<file path="config.mk">
export PLATFORM = sky130hd
export DESIGN_NAME = act_cordic_cell
export DESIGN_NICKNAME = d
export VERILOG_FILES = /design/src/rtl/accel_calibrate_tilt_core_assert.svh /design/src/rtl/act_pkg.sv /design/src/rtl/act_cordic_cell.sv
export SDC_FILE = /design/constraint.sdc
export NUM_CORES = 1
export LEC_CHECK = 0
export BUFFER_PORTS_ARGS = -buffer_cell sky130_fd_sc_hd__buf_2
export CAP_MARGIN = 20
export CORE_MARGIN = 5
export CORE_UTILIZATION = 25
export CTS_CLUSTER_SIZE = 30
export DETAILED_ROUTE_END_ITERATION = 10
export PLACE_DENSITY = 0.53
export SYNTH_ARGS = -nofsm -noshare
export SYNTH_HDL_FRONTEND = slang
export SYNTH_SLANG_ARGS = --single-unit
</file>
<file path="constraint.sdc">
create_clock -name clk -period 19.4 [get_ports clk]
set_input_delay 1.94 -clock clk [delete_from_list [all_inputs] [get_ports clk]]
set_output_delay 1.94 -clock clk [all_outputs]
set_load 0.005 [all_outputs]
</file>
<file path="src/rtl/accel_calibrate_tilt_core_assert.svh">
// Assertion macros shared by the accelerometer tilt core.
`ifndef ACCEL_CALIBRATE_TILT_CORE_ASSERT_SVH
`define ACCEL_CALIBRATE_TILT_CORE_ASSERT_SVH

// Checked on every rising edge outside of reset.
`define ACT_ASSERT(lbl, prop) \
  lbl: assert property (@(posedge clk) disable iff (rst) prop) \
    else $error("accel tilt core check failed");

// Checked on every rising edge, reset included.
`define ACT_ASSERT_ALWAYS(lbl, prop) \
  lbl: assert property (@(posedge clk) prop) \
    else $error("accel tilt core check failed");

`endif

</file>
<file path="src/rtl/act_pkg.sv">
// Types, constants and tables shared by the accelerometer tilt core.
package act_pkg;

  localparam int ANGLE_ITERATIONS_DEF = 16;
  localparam int ATAN_TBL_LEN = 24;

  // Rotator datapath and angle accumulator widths.
  localparam int CW = 27;
  localparam int AW = 27;

  localparam logic signed [16:0] DEG180_Q8 = 17'sd46080;
  localparam logic signed [16:0] DEG90_Q8 = 17'sd23040;
  localparam logic signed [AW-1:0] DEG180_Q16 = 27'sd11796480;

  // Register indexes of the configuration channel.
  localparam logic [7:0] CFG_OFFSET_X = 8'd0;
  localparam logic [7:0] CFG_OFFSET_Y = 8'd1;
  localparam logic [7:0] CFG_OFFSET_Z = 8'd2;
  localparam logic [7:0] CFG_GAIN_X = 8'd3;
  localparam logic [7:0] CFG_GAIN_Y = 8'd4;
  localparam logic [7:0] CFG_GAIN_Z = 8'd5;

  // atan(2^-i) in degrees, 16 fraction bits, rounded to nearest.
  localparam logic signed [AW-1:0] ATAN_TBL [ATAN_TBL_LEN] = '{
    27'sd2949120, 27'sd1740967, 27'sd919879, 27'sd466945,
    27'sd234379, 27'sd117304, 27'sd58666, 27'sd29335,
    27'sd14668, 27'sd7334, 27'sd3667, 27'sd1833,
    27'sd917, 27'sd458, 27'sd229, 27'sd115,
    27'sd57, 27'sd29, 27'sd14, 27'sd7,
    27'sd4, 27'sd2, 27'sd1, 27'sd0
  };

  typedef logic signed [15:0] sample_t;

  typedef struct packed {
    sample_t z;
    sample_t y;
    sample_t x;
  } axes_t;

  typedef struct packed {
    sample_t off_x;
    sample_t off_y;
    sample_t off_z;
    logic [15:0] gain_x;
    logic [15:0] gain_y;
    logic [15:0] gain_z;
  } calib_cfg_t;

  typedef struct packed {
    logic signed [CW-1:0] x;
    logic signed [CW-1:0] y;
    logic signed [AW-1:0] ang;
    logic is_fixed;
    logic signed [16:0] fixed_ang;
  } lane_t;

  typedef struct packed {
    axes_t norm;
    lane_t pitch;
    lane_t roll;
  } cordic_word_t;

  typedef struct packed {
    logic signed [16:0] roll;
    logic signed [16:0] pitch;
    axes_t norm;
  } result_t;

endpackage

</file>
<file path="src/rtl/act_cordic_cell.sv">
// One vectoring rotation step for both angle lanes, with its own register.
module act_cordic_cell
  import act_pkg::*;
#(
  parameter int STAGE = 0
) (
  input  logic         clk,
  input  logic         rst,
  input  logic         in_valid,
  output logic         in_ready,
  input  cordic_word_t in_word,
  output logic         out_valid,
  input  logic         out_ready,
  output cordic_word_t out_word
);

  logic valid;
  cordic_word_t word;

  function automatic lane_t rotate(input lane_t l);
    lane_t r;
    logic signed [CW-1:0] xs;
    logic signed [CW-1:0] ys;
    xs = l.x >>> STAGE;
    ys = l.y >>> STAGE;
    r = l;
    if (!l.y[CW-1]) begin
      r.x = l.x + ys;
      r.y = l.y - xs;
      r.ang = l.ang + ATAN_TBL[STAGE];
    end else begin
      r.x = l.x - ys;
      r.y = l.y + xs;
      r.ang = l.ang - ATAN_TBL[STAGE];
    end
    return r;
  endfunction

  assign in_ready = ~valid | out_ready;

  always_ff @(posedge clk) begin
    if (rst) begin
      valid <= 1'b0;
    end else if (in_ready) begin
      valid <= in_valid;
    end
  end

  always_ff @(posedge clk) begin
    if (in_ready && in_valid) begin
      word.norm <= in_word.norm;
      word.pitch <= rotate(in_word.pitch);
      word.roll <= rotate(in_word.roll);
    end
  end

  assign out_valid = valid;
  assign out_word = word;

endmodule

</file>
## Yosys cells after proc, flatten, opt, wreduce, memory -nomap -nowiden

Cells that the tools add are included.

- Input port bits: 250
- Register bits: 247
- Logic and storage cells: 29
- Output and inout bits: 248

- Muxes and demuxes: 2
- $add $sub $neg: 10
- Reduce and logical (&&, ||, !) cells: 1
- Bitwise logic cells: 2

Operator list:

| operator | number |
|---|---|
| 81-bit 2-to-1 mux | 2 |
| 27-bit subtractor | 4 |
| 27-bit by 23-bit adder with 27-bit output, second input constant | 2 |
| 27-bit adder | 2 |
| 27-bit by 23-bit subtractor with 27-bit output, second input constant | 2 |
| 1-bit logical AND | 1 |
| 1-bit inverter | 1 |
| 1-bit OR | 1 |

## Logic depth before layout (Yosys ltp)

Gate-level depths: netlist of the first run.

- Depth in word-level cells: 3
- Depth in mapped cells: 13
- Mapped depth without buffers: 12

## Worst setup path after synthesis of the first run

Ideal clock, no wire load.

- Path kind: input to register
- From: input out_ready
- To: register word, in the netlist out_word[0] (enable)
- Setup slack: 11.107 ns
- Path buffers: 0
- Arrival: 7.656 ns
- Library setup time: 0.636 ns
- Required time: 18.764 ns
- Stages on the path: 2
- Cells stage by stage: nand2b_1 -> and2_1

- Word-level cells in the longest chain between the ends: 2

RTL lines:

| element | line | RTL |
|---|---|---|
| start, declared | act_cordic_cell.sv:13 | `input logic out_ready,` |
| 1-bit OR | act_cordic_cell.sv:39 | `assign in_ready = ~valid \| out_ready;` |
| 1-bit logical AND | act_cordic_cell.sv:50 | `if (in_ready && in_valid) begin` |
| end, declared | act_cordic_cell.sv:18 | `cordic_word_t word;` |

Every way passes these cells.
A chain may end at the register's enable or synchronous reset.

## Final worst setup path of the first run

- From: input in_word[170] in the netlist's numbering
- To: register word, in the netlist out_word[143] (data pin)

- Word-level cells in the longest chain between the ends: 1

RTL lines:

| element | line | RTL |
|---|---|---|
| start, declared | act_cordic_cell.sv:11 | `input cordic_word_t in_word,` |
| 81-bit 2-to-1 mux | act_cordic_cell.sv:27 | `if (!l.y[CW-1]) begin` |

Every way passes these cells.

==> results, run 1 <==
- The run finished with clean final reports.
- The reported leakage power is 9.55 nW.
- Entering global routing, the biggest net connects 74 pins.
- The final cell count without fillers is 3167.
- Summed over all layers, the global routing overflow is 0.
- The area fraction in compound gates after synthesis is 0.189.
- After synthesis, the mean cell area works out to 9.92 sq um.
- The remaining routing DRC violations is 0.
- The share of cell area taken by muxes after synthesis is 0.0135.
- For this run, asynchronously set or reset flops after synthesis account for 0.
- The die boundary width is 273 um.
- Yosys mapped a number of flops with a built-in enable equal to 244.
- The buffer type at the clock tree root is sky130_fd_sc_hd__clkbuf_16.
- The detail route stage leaves a number of antenna-violating nets equal to 0.
- The tightest min-delay check is of the register to register type.
- The final layout contains 2659 nets.
- Once the clock tree was built, the setup fixing pass inserted 0 buffers.
- The layout overhead on the synthesized area is 25.7%.
- The worst setup path is captured at a register.
- The clock passes through at most 3 buffers.
- In the synthesized netlist the dominant register cell turns out to be sky130_fd_sc_hd__edfxtp_1.
- During placement, the flow inserted port buffers numbering 497.
- The detailed-route vias per instance is 4.73.
- The startpoint identified for the worst hold timing path is out_valid.
- The endpoint identified for the worst register-to-register timing path is out_word[118].
- In this run the count of I/O pins placed on the die edge is 498.
- The wire length of the first global-routing pass is 90600 um.
- For the pin with the worst max-slew slack, the measured transition is 1.01 ns.
- The library cells used most frequently in the layout, excluding fill and tap cells, are sky130_fd_sc_hd__buf_2, sky130_fd_sc_hd__edfxtp_1, sky130_fd_sc_hd__a21oi_1.
- The worst reg-to-reg path cell count is 4.
- Across the whole layout, storage elements account for 7350 sq um.
- The placeable core region is 68600 sq um.
- The post-synthesis cell count is 1741.
- The length of the first detailed-routing pass in iterations is 5.
- The via count is 15000.
- The routability congestion estimate from global placement is 0.906.
- At the worst endpoint, the arrival time is 5.10 ns.
- In the global route stage, overall resource usage came out at 0.155.
- The mapped netlist covers 17300 sq um.
- The number of storage elements in the synthesis netlist is 245.
- The final-layout setup total negative slack is 0 ns.
- In this run the core area contains 96 standard-cell rows.
- The number of endpoints failing setup at the final stage is 0.
- The hold-critical path depth is 2.
- The share of the Yosys chip area taken by registers is 0.425.
- The cell-internal power is 0.00118 W.
- Fill cells in the final layout number 7205.
- The power share of the clock group is 0.346.
- The post-route minimum period is 4.83 ns.
- The critical path is of the primary input to register type.
- The worst setup slack for register-to-register paths is 16.22 ns.
- The endpoint required time on the critical path is 19.67 ns.
- The share of synthesized area in the top cell type comes to 0.424.
- The netlist uses 89 different library cells.
- In the final layout, the share of cells above drive strength 1 is 0.264.
- Of the total synthesized cell area, the portion taken by full adders, half adders and majority gates is 0.148.
- The hold path endpoint is out_valid.
- The basic-gate share of the synthesized area counting and, or, nand and nor cells is 0.107.
- After legalization and detailed placement, the total HPWL measured 49200 um.
- Setup repair after global routing left no endpoint under its margin.
- Yosys attributes the largest share of cell area to sky130_fd_sc_hd__edfxtp_1, sky130_fd_sc_hd__ha_1, sky130_fd_sc_hd__a21oi_1, sky130_fd_sc_hd__xnor2_1, sky130_fd_sc_hd__inv_1.
- The number of maximum-capacitance constraint violations is 0.
- The worst-case IR drop observed on VDD is 0.0603 mV.
- The deepest level of the CTS H-tree is 2.
- The power share of the sequential group is 0.392.
- The post-synthesis xor/xnor area fraction is 0.0588.
- Derived from the worst setup path, the maximum achievable clock frequency is 207 MHz.
- The number of global-route vias before repair is 15200.
- The multi-input combinational cells in the finished layout cover a total of 8930 sq um.
- During synthesis, Yosys emitted a total of 0 warnings.
- Post-CTS repair changed the size of 0 cells.
- The die footprint is 74400 sq um.
- Once placement completed, the tool counted placed cells totaling 3104.
- The initial cell density of the core is 0.252.
- For this block, the initial DRC count from the detailed router was 929.
- The mean routed wirelength per cell is 19.5 um.
- Between clock sinks in the finished design, the worst skew comes to 0.0279 ns.
- The number of pins exceeding their max-slew limit in the final report is 0.
- The die extent in y is 273 um.
- The peak fanout along the critical path is 66.
- The net switching fraction of the power is 0.313.
- Of the total power, combinational logic draws 0.262.
- After clock tree synthesis, the clock-pin slew on the worst setup and hold paths is 0.06 ns.
- The startpoint type of the worst setup path is a primary input.
- TritonCTS built the clock tree.
- The number of clock sinks is 245.
- The number of buffers inserted for hold repair after clock tree synthesis is 0.
- Summed over all instances, the cell type with the most area after synthesis is sky130_fd_sc_hd__edfxtp_1.
- The startpoint of the worst-slack reg-to-reg timing path is out_valid.
- Synthesis produced a netlist with a net count of 2191.
- In this run the tightest slew margin relative to its limit is 0.329.
- The first element of the critical path is in_word[170].
- The number of CTS-inserted buffers is 34.
- The initial antenna violation count is 16.
- The reported net switching power is 0.000535 W.
- The most common cell after layout, fill and taps aside is sky130_fd_sc_hd__buf_2.
- The hold violation count in the final report is 0.
- The combinational family with the most area after synthesis is compound AO/OA/AOI/OAI gates.
- The total wire length is 61800 um.
- The part of the cycle the worst path needs is 0.249.
- Power spread over the standard cell area amounts to 78.7 nW/um^2.
- The later pin in the worst-skew pair is clocked with a latency of 0.55 ns.
-- registers in the layout (all words and copies together), names as in the netlist --
signal,cells
out_word,244
out_valid,1
-- synth_stat cells (5+ instances only) --
master / number
sky130_fd_sc_hd__edfxtp_1: 244
sky130_fd_sc_hd__a21oi_1: 193
sky130_fd_sc_hd__ha_1: 192
sky130_fd_sc_hd__inv_1: 167
sky130_fd_sc_hd__nor2_1: 141
sky130_fd_sc_hd__xnor2_1: 97
sky130_fd_sc_hd__o21ai_0: 96
sky130_fd_sc_hd__nand2_1: 81
sky130_fd_sc_hd__o21bai_1: 41
sky130_fd_sc_hd__clkbuf_1: 35
sky130_fd_sc_hd__a21o_1: 32
sky130_fd_sc_hd__nor3_1: 30
sky130_fd_sc_hd__o21ai_1: 24
sky130_fd_sc_hd__nand3_1: 22
sky130_fd_sc_hd__mux2i_1: 21
sky130_fd_sc_hd__nor2b_1: 20
sky130_fd_sc_hd__nand4_1: 19
sky130_fd_sc_hd__xor2_1: 19
sky130_fd_sc_hd__buf_2: 18
sky130_fd_sc_hd__nand2b_1: 16
sky130_fd_sc_hd__a31oi_1: 14
sky130_fd_sc_hd__buf_1: 13
sky130_fd_sc_hd__o31ai_1: 12
sky130_fd_sc_hd__nor4_1: 10
sky130_fd_sc_hd__or3_1: 10
sky130_fd_sc_hd__o211ai_1: 9
sky130_fd_sc_hd__fa_1: 8
sky130_fd_sc_hd__a211oi_1: 7
sky130_fd_sc_hd__and3_1: 7
sky130_fd_sc_hd__clkinv_1: 7
sky130_fd_sc_hd__inv_2: 7
sky130_fd_sc_hd__nor3b_1: 7
sky130_fd_sc_hd__o21a_1: 7
sky130_fd_sc_hd__a221o_1: 5
sky130_fd_sc_hd__a221oi_1: 5
sky130_fd_sc_hd__nand3b_1: 5
sky130_fd_sc_hd__o41ai_1: 5
-- how the worst max path moves through the flow --
| stage | end | slack (ns) | depth (start not counted) |
|---|---|---|---|
| after global placement | out_word[143] | 14.13 | 14 |
| after CTS | out_word[143] | 14.68 | 14 |
| after detailed placement | out_word[143] | 14.09 | 14 |
| after floorplan | out_word[0] | 11.11 | 2 |
| final | out_word[143] | 14.57 | 14 |
| after global routing | out_word[143] | 14.37 | 14 |
-- power by group through the flow --
stage          clock network, W  registers [W]  logic (W)
3_3_place_gp                  0       0.000680   0.000446
3_5_place_dp                  0       0.000681   0.000447
4_1_cts                0.000619       0.000671   0.000450
5_1_grt                0.000642       0.000675   0.000491
6_report               0.000591       0.000670   0.000448
2_1_floorplan                 0       0.000693   0.000257
-- cell type report --
cell class                      instances  share of cell area
Antenna cell                            4            0.000461
Multi-Input combinational cell       1243               0.411
Sequential cell                       245               0.338
Tap cell                              931              0.0536
Inverter                              181              0.0313
Clock buffer                           41              0.0413
Clock inverter                         18             0.00691
Timing Repair Buffer                  504               0.117
-- metrics by stage --
step	hold WS [ns]	setup WS [ns]	utilization	total power, W	instance area (sq um)
3_5_place_dp	0.592	14.09	0.301	0.00113	20700
5_1_grt	0.650	14.37	0.317	0.00181	21700
3_3_place_gp	0.581	14.13	0.301	0.00113	20700
6_report	0.591	14.57	0.317	0.00171	21700
4_1_cts	0.603	14.68	0.316	0.00174	21700
2_1_floorplan	0.522	11.11	-	0.000950	17300
-- kinds of logic after synthesis --
family | after synthesis
AOI/OAI and AO/OA | 515
and+or+nand+nor | 389
buffers and inverters | 253
DFF | 245
adders and majority gates | 200
xor gates and xnor gates | 116
muxes | 23
-- worst max-delay path: stages --
cell and delay, ns:
sky130_fd_sc_hd__buf_2 0.07, sky130_fd_sc_hd__buf_4 0.61, sky130_fd_sc_hd__clkinv_1 0.33, sky130_fd_sc_hd__buf_4 0.38, sky130_fd_sc_hd__fa_1 0.46, sky130_fd_sc_hd__nor2b_1 0.12, sky130_fd_sc_hd__o21ai_0 0.12, sky130_fd_sc_hd__a21boi_1 0.21
sky130_fd_sc_hd__o21ai_0 0.10, sky130_fd_sc_hd__nand2b_1 0.12, sky130_fd_sc_hd__a21oi_1 0.07, sky130_fd_sc_hd__o21bai_1 0.24, sky130_fd_sc_hd__and4_1 0.24, sky130_fd_sc_hd__nor3_1 0.05
-- metal layers --
metal	GRT usage	vias up	wire length (um)
met5	0	-	40
met4	0.0502	6	1920
met3	0.0368	112	4430
met2	0.278	609	30700
met1	0.183	7104	24700
li1	-	7153	-
No activity file was read; power rests on OpenSTA's default activity.
==> inputs of run 2 (changes only) <==
Clock period 19.4 ns to 4.6 ns, I/O delays scaled along.
==> run 2 against run 1 <==
Against the previous run: core utilization up 1.2 points; sequential share of layout area decreased by 1.2 points; global-route usage is 0.16 points higher; flip-flop and latch count unchanged.
==> results, run 2 (same netlist as run 1, synthesis figures left out) <==
- The number of buffers on the longest clock path is 3 (unchanged).
- The worst clock skew on the final layout is 0.00696 ns (was 0.0279 ns).
- The final-layout setup total negative slack is 0 ns (unchanged).
- The CTS tree is yes (unchanged).
- Setup repair after global routing missed its margin: no (unchanged).
- The quantity of gates resized following cts is 0 (unchanged).
- The count of port buffers added during placement is 497 (unchanged).
- The number of buffers inserted for hold repair after clock tree synthesis is 79 (was 0).
- The most common cell after layout, fill and taps aside is sky130_fd_sc_hd__buf_2 (unchanged).
- The die extent in y was 273 um (unchanged).
- The number of maximum-capacitance constraint violations is 0 (unchanged).
- The worst reg-to-reg path cell count is 3 (was 4).
- In the finished design, the share of the clock period the worst path needs comes to 0.656.
- The startpoint type of the worst setup path was a primary input (unchanged).
- The placeable core region is 68600 sq um (unchanged).
- The detailed-route vias per instance is 4.72 (was 4.73).
- The deepest level of the CTS H-tree is 1 (was 2).
- The overall track demand over capacity in global routing came to 0.157 (was 0.155).
- The antenna violation net count after detailed routing is 0 (unchanged).
- The maximum clock frequency is 332 MHz.
- The placed cell count was 3110 (was 3104).
- The total grt overflow is 0 (unchanged).
- The die boundary width was 273 um (unchanged).
- The final cell count without fillers is 3246 (was 3167).
- The largest net degree at the start of global routing is 70 (was 74).
- The maximum ir drop on the vdd rail is 0.261 mV (was 0.0603 mV).
- The pre-CTS worst setup slack was 0.981 ns (was 14.09 ns).
- The number of placement rows is 96 (unchanged).
- The peak fanout along the critical path was 4 (was 66).
- The startpoint-to-endpoint class of the critical path was primary input to register (unchanged).
- The number of CTS-inserted buffers is 31 (was 34).
- The combinational group share of total power was 0.272 (was 0.262).
- The die footprint came to 74400 sq um (unchanged).
- The relative slew slack is 0.429 (was 0.329).
- The power share of the clock group was 0.333 (was 0.346).
- The remaining routing DRC violations is 0 (unchanged).
- The number of global-route vias before repair came to 15800 (was 15200).
- Outcome: completed (unchanged).
- The layout overhead on the synthesized area is 30.4% (was 25.7%).
- The transition time at the pin with the least slew margin is 0.845 ns (was 1.01 ns).
- The arrival time at the worst endpoint is 3.35 ns (was 5.10 ns).
- The latest clock arrival within the worst-skew pair came to 0.58 ns (was 0.55 ns).
- The final net count is 2741 (was 2659).
- The post-route worst setup slack was 1.58 ns (was 14.57 ns).
- The buffer type at the clock tree root was sky130_fd_sc_hd__clkbuf_16 (unchanged).
- The cell-internal power came to 0.00494 W (was 0.00118 W).
- The class of the tightest hold or removal check is primary input to register (was register to register).
- The power density relative to cell area is 318 nW/um^2 (was 78.7 nW/um^2).
- The total wire length was 62000 um (was 61800 um).
- The clock transition at the registers of the reported paths is 0.06 ns (about the same).
- The power share of the sequential group was 0.395 (was 0.392).
- The wire length of the first global-routing pass was 92900 um (was 90600 um).
- The via count is 15300 (was 15000).
- The initial cell density of the core is 0.252 (unchanged).
- The combined area of the multi-input logic cells is 8930 sq um (unchanged).
- The fill cell total of the finished layout came to 7111 (was 7205).
- The initial antenna violation count was 6 (was 16).
- The initial detailed-routing violation count is 954 (was 929).
- The number of top-level pins is 498 (unchanged).
- The length of the first detailed-routing pass in iterations is 5 (unchanged).
- The mean routed wirelength per cell was 19.1 um (was 19.5 um).
- The footprint of the flip-flops and latches is 7350 sq um (unchanged).
- The reported leakage power was 9.90 nW (was 9.55 nW).
- For the finished layout, the period the worst path requires is 3.02 ns.
- The routability congestion estimate from global placement is 0.906 (about the same).
- Top library cells by usage in the layout, fill and taps aside: sky130_fd_sc_hd__buf_2, sky130_fd_sc_hd__edfxtp_1, sky130_fd_sc_hd__a21oi_1 (unchanged).
- The share of cells above drive strength 1 is 0.256 (was 0.264).
- The type of element capturing the critical path is a register (unchanged).
- The endpoint required time on the critical path is 4.93 ns (was 19.67 ns).
- The number of flip-flops under the largest register name came to 244 (unchanged).
- The number of endpoints failing setup at the final stage is 0 (unchanged).
- The half-perimeter wire length of the detailed placement result was 49400 um (was 49200 um).
- The hold violation count in the final report came to 0 (unchanged).
- The reported net switching power is 0.00222 W (was 0.000535 W).
- The net switching fraction of the power was 0.310 (was 0.313).
- The hold-critical path depth is 1 (was 2).
- The count of buffers added by post-CTS timing repair for setup is 0 (unchanged).
- The number of pins exceeding their max-slew limit in the final report is 0 (unchanged).
- The number of clock sinks is 245 (unchanged).
- The worst setup slack for register-to-register paths is 2.58 ns (was 16.22 ns).
[run 2: path summary, 6_finish.rpt]
path,to,start
setup / recovery,out_word[168],in_word[144]
hold / removal,out_word[130],in_word[130]
hold reg to reg,out_valid,out_valid
setup reg to reg,out_word[141],out_valid
[run 2: area by class of cell]
type,instances,area share
Clock inverter,22,0.00889
Inverter,181,0.0302
Clock buffer,32,0.0346
Tap cell,931,0.0517
Timing Repair Buffer,589,0.152
Antenna cell,3,0.000333
Multi-Input combinational cell,1243,0.396
Sequential cell,245,0.326
[run 2: power groups by stage]
stage	registers (W)	clock network (W)	logic, W
finish	0.00283	0.00238	0.00195
global route	0.00285	0.00258	0.00214
CTS	0.00283	0.00250	0.00196
detailed placement	0.00287	0	0.00189
global placement	0.00287	0	0.00189
floorplan	0.00291	0	0.00108
[run 2: per-layer routing]
layer	share of wire	GRT usage	up-vias
li1	-	-	7308
met1	0.40	0.184	7257
met2	0.50	0.285	617
met3	0.069	0.0315	122
met4	0.036	0.0535	4
met5	0.00044	0	-
[run 2: through the flow]
| stage | utilization | power (W) | hold slack (ns) | cell area, sq um |
|---|---|---|---|---|
| after global routing | 0.328 | 0.00756 | 0.0163 | 22500 |
| after CTS | 0.328 | 0.00729 | 0.0000700 | 22500 |
| after detailed placement | 0.302 | 0.00477 | 0.603 | 20700 |
| final | 0.328 | 0.00716 | 0.0596 | 22500 |
| after global placement | 0.302 | 0.00476 | 0.586 | 20700 |
| after floorplan | - | 0.00399 | 0.522 | 17300 |
[run 2: critical path, stage by stage]
cell and delay (ns):
sky130_fd_sc_hd__buf_2 0.10, sky130_fd_sc_hd__ha_1 0.18, sky130_fd_sc_hd__inv_1 0.06, sky130_fd_sc_hd__fa_1 0.39, sky130_fd_sc_hd__o21ba_1 0.22, sky130_fd_sc_hd__or4_4 0.44
sky130_fd_sc_hd__a31oi_4 0.24, sky130_fd_sc_hd__a21boi_4 0.11, sky130_fd_sc_hd__o41ai_2 0.33, sky130_fd_sc_hd__a31oi_1 0.24, sky130_fd_sc_hd__o31ai_2 0.27, sky130_fd_sc_hd__a21oi_1 0.13
sky130_fd_sc_hd__xnor2_1 0.16
==> inputs of run 3 (changes only) <==
Settings changed: ABC_AREA from default to 1, PLACE_DENSITY 0.53 to 0.52.
Clock period 4.6 ns to 3.11 ns, I/O delays scaled along.
==> run 3 against run 2 <==
Against the previous run: clock power is 60% higher; total power rose by 59%; clock-buffer cell count up 5; synthesized cell count rose by 57%; wire length rose by 30%; final cell count is 36% higher; flip-flop and latch count unchanged; via count is 34% higher; largest cell class unchanged.
==> results, run 3 <==
- The number of clock sinks is 245 (unchanged).
- The worst setup slack for register-to-register paths is 1.51 ns (was 2.58 ns).
- The biggest area consumer among synthesized cells is sky130_fd_sc_hd__edfxtp_1 (unchanged).
- The wire length of the first global-routing pass was 117000 um (was 92900 um).
- The number of buffers on the longest clock path came to 3 (unchanged).
- The fill cell total of the finished layout is 8711 (was 7111).
- The antenna violation net count after detailed routing is 0 (unchanged).
- The number of library cell types mapped by synthesis came to 50 (was 89).
- The die extent in y is 296 um (was 273 um).
- The largest net degree at the start of global routing came to 120 (was 70).
- The final net count is 3773 (was 2741).
- The power density relative to cell area is 437 nW/um^2 (was 318 nW/um^2).
- The buffer type at the clock tree root is sky130_fd_sc_hd__clkbuf_16 (unchanged).
- The number of CTS-inserted buffers is 31 (unchanged).
- The total number of yosys warnings is 0 (unchanged).
- The share of cells above drive strength 1 is 0.196 (was 0.256).
- The layout overhead on the synthesized area came to 28.2% (was 30.4%).
- Setup repair after global routing missed its margin: no (unchanged).
- The number of global-route vias before repair came to 19400 (was 15800).
- The sequential element share of the synthesized area came to 0.360 (was 0.425).
- The final cell count without fillers came to 4414 (was 3246).
- Outcome: completed (unchanged).
- The overall track demand over capacity in global routing was 0.173 (was 0.157).
- The most instantiated flip-flop cell in the synthesis netlist was sky130_fd_sc_hd__edfxtp_1 (unchanged).
- Top area cells in the synthesized netlist: sky130_fd_sc_hd__edfxtp_1, sky130_fd_sc_hd__nand2_1, sky130_fd_sc_hd__ha_1, sky130_fd_sc_hd__inv_1, sky130_fd_sc_hd__nand3_1 (was sky130_fd_sc_hd__edfxtp_1, sky130_fd_sc_hd__ha_1, sky130_fd_sc_hd__a21oi_1, sky130_fd_sc_hd__xnor2_1, sky130_fd_sc_hd__inv_1).
- The number of endpoints failing setup at the final stage was 0 (unchanged).
- The type of element capturing the critical path is a register (unchanged).
- The clock transition at the registers of the reported paths is 0.06 ns (about the same).
- The number of buffers inserted for hold repair after clock tree synthesis was 119 (was 79).
- The initial cell density of the core is 0.253 (was 0.252).
- The length of the first detailed-routing pass in iterations came to 6 (was 5).
- The remaining routing DRC violations is 0 (unchanged).
- The startpoint-to-endpoint class of the critical path is primary input to register (unchanged).
- The count of buffers added by post-CTS timing repair for setup is 0 (unchanged).
- The latest clock arrival within the worst-skew pair is 0.60 ns (was 0.58 ns).
- The number of top-level pins is 498 (unchanged).
- The hold violation count in the final report is 0 (unchanged).
- The detailed-route vias per instance is 4.65 (was 4.72).
- The share of synthesized registers carrying an async set or reset was 0 (unchanged).
- The CTS tree is yes (unchanged).
- The post-route minimum period is 2.13 ns.
- Commonest cells post-synth: sky130_fd_sc_hd__nand2_1, sky130_fd_sc_hd__inv_1, sky130_fd_sc_hd__nand3_1 (was sky130_fd_sc_hd__edfxtp_1, sky130_fd_sc_hd__a21oi_1, sky130_fd_sc_hd__ha_1).
- The class of the tightest hold or removal check is primary input to register (unchanged).
- The proportion of netlist area held by the largest area contributor is 0.359 (was 0.424).
- The per-instance average area after synthesis is 7.46 sq um (was 9.92 sq um).
- The placed cell count is 4231 (was 3110).
- The endpoint required time on the critical path is 3.43 ns (was 4.93 ns).
- The number of synthesized flops with an enable pin was 244 (unchanged).
- The number of maximum-capacitance constraint violations is 0 (unchanged).
- The number of placement rows is 104 (was 96).
- The worst hold margin is 0.0598 ns (was 0.0596 ns).
- The total wire length came to 80700 um (was 62000 um).
- The count of port buffers added during placement is 497 (unchanged).
- The endpoint of the lowest-slack register-to-register path is out_word[90] (was out_word[141]).
- The reported leakage power came to 12.9 nW (was 9.90 nW).
- The net count after synthesis came to 3184 (was 2191).
- The routability congestion estimate from global placement is 0.937 (was 0.906).
- The via count was 20500 (was 15300).
- The half-perimeter wire length of the detailed placement result was 67100 um (was 49400 um).
- In the finished design, the share of the clock period the worst path needs comes to 0.685.
- The arrival time at the worst endpoint is 2.45 ns (was 3.35 ns).
- The mean routed wirelength per cell was 18.3 um (was 19.1 um).
- The area of the mapped netlist is 20400 sq um (was 17300 sq um).
- The startpoint type of the worst setup path is a primary input (unchanged).
- The relative slew slack came to 0.337 (was 0.429).
- The most frequently used cell type in the post-synthesis netlist is sky130_fd_sc_hd__nand2_1 (was sky130_fd_sc_hd__edfxtp_1).
- The endpoint of the worst setup timing path is out_word[97] (was out_word[168]).
- The total grt overflow was 0 (unchanged).
- The die boundary width was 296 um (was 273 um).
- The worst reg-to-reg path cell count is 2 (was 3).
- The most common cell after layout, fill and taps aside is sky130_fd_sc_hd__nand2_1 (was sky130_fd_sc_hd__buf_2).
- The total power is 0.0114 W (was 0.00716 W).
- Top library cells by usage in the layout, fill and taps aside: sky130_fd_sc_hd__nand2_1, sky130_fd_sc_hd__buf_2, sky130_fd_sc_hd__inv_1 (was sky130_fd_sc_hd__buf_2, sky130_fd_sc_hd__edfxtp_1, sky130_fd_sc_hd__a21oi_1).
- The transition time at the pin with the least slew margin is 0.983 ns (was 0.845 ns).
- The initial detailed-routing violation count came to 1685 (was 954).
- The peak fanout along the critical path is 10 (was 4).
- The worst clock skew on the final layout is 0.0356 ns (was 0.00696 ns).
- The deepest level of the CTS H-tree came to 1 (unchanged).
- The first element of the critical path is in_word[65] (was in_word[144]).
- The startpoint of the worst-slack reg-to-reg timing path was out_valid (unchanged).
- The number of storage elements in the synthesis netlist is 245 (unchanged).
- The die footprint was 87400 sq um (was 74400 sq um).
- The maximum ir drop on the vdd rail is 0.349 mV (was 0.261 mV).
- The number of flip-flops under the largest register name is 244 (unchanged).
- The placeable core region was 80700 sq um (was 68600 sq um).
- The initial antenna violation count was 22 (was 6).
- For this run, the top clock speed supported by timing is 469 MHz.
- The post-synthesis cell count was 2734 (was 1741).
- The number of pins exceeding their max-slew limit in the final report is 0 (unchanged).
- The quantity of gates resized following cts is 0 (unchanged).
[run 3: final cells by class]
type,count,area (sq um),share of cell area
Multi-Input combinational cell,1982,11000,0.419
Sequential cell,245,7350,0.281
Timing Repair Buffer,627,3800,0.145
Inverter,436,1640,0.0627
Tap cell,1060,1330,0.0507
Clock buffer,37,798,0.0305
Clock inverter,18,256,0.00981
Antenna cell,9,22.5,0.000861
[run 3: cell families after synthesis]
family	synth area share
simple gates	0.284
fa+ha+maj	0.126
compound gates	0.105
xor+xnor	0.0223
buf+inv	0.103
flops	0.360
[run 3: report_power, final]
part | switching (W) | leakage (nW) | total, W | internal (W)
registers | 0.000101 | 2.38 | 0.00413 | 0.00403
logic | 0.00229 | 10.0 | 0.00348 | 0.00119
clock network | 0.00149 | 0.510 | 0.00380 | 0.00232
total | 0.00388 | 12.9 | 0.0114 | 0.00754
[run 3: worst max-delay path, stage by stage]
cell and delay [ns]:
sky130_fd_sc_hd__buf_2 0.11, sky130_fd_sc_hd__inv_1 0.06, sky130_fd_sc_hd__ha_1 0.63, sky130_fd_sc_hd__inv_1 0.22, sky130_fd_sc_hd__a21oi_1 0.36, sky130_fd_sc_hd__nand2_1 0.14, sky130_fd_sc_hd__nand2_1 0.08, sky130_fd_sc_hd__nand2_1 0.05
sky130_fd_sc_hd__a21oi_1 0.19, sky130_fd_sc_hd__nand3_1 0.12, sky130_fd_sc_hd__nand3_1 0.12, sky130_fd_sc_hd__nand2_1 0.06
[run 3: worst min-delay path by stage]
stage               cells past startpoint          from  slack, ns       endpoint
finish                                  2  in_word[133]       0.06  out_word[133]
global route                            2  in_word[133]       0.04  out_word[133]
CTS                                     2  in_word[133]       0.01  out_word[133]
detailed placement                      2           rst       0.48      out_valid
global placement                        2           rst       0.47      out_valid
floorplan                               1           rst       0.37      out_valid
[run 3: stage by stage]
| step | setup WS, ns | TNS [ns] | utilization | instance area [sq um] |
|---|---|---|---|---|
| final | 0.979 | 0 | 0.324 | 26100 |
| after global routing | 0.838 | 0 | 0.324 | 26100 |
| after CTS | 1.08 | 0 | 0.324 | 26100 |
| after detailed placement | 0.422 | 0 | 0.296 | 23900 |
| after global placement | 0.454 | 0 | 0.296 | 23900 |
| after floorplan | -1.76 | -430.62 | - | 20400 |
[run 3: routing by layer]
metal,share of wire,track usage
met1,0.44,0.237
met2,0.44,0.273
met3,0.091,0.0416
met4,0.029,0.0483
met5,0.0014,0
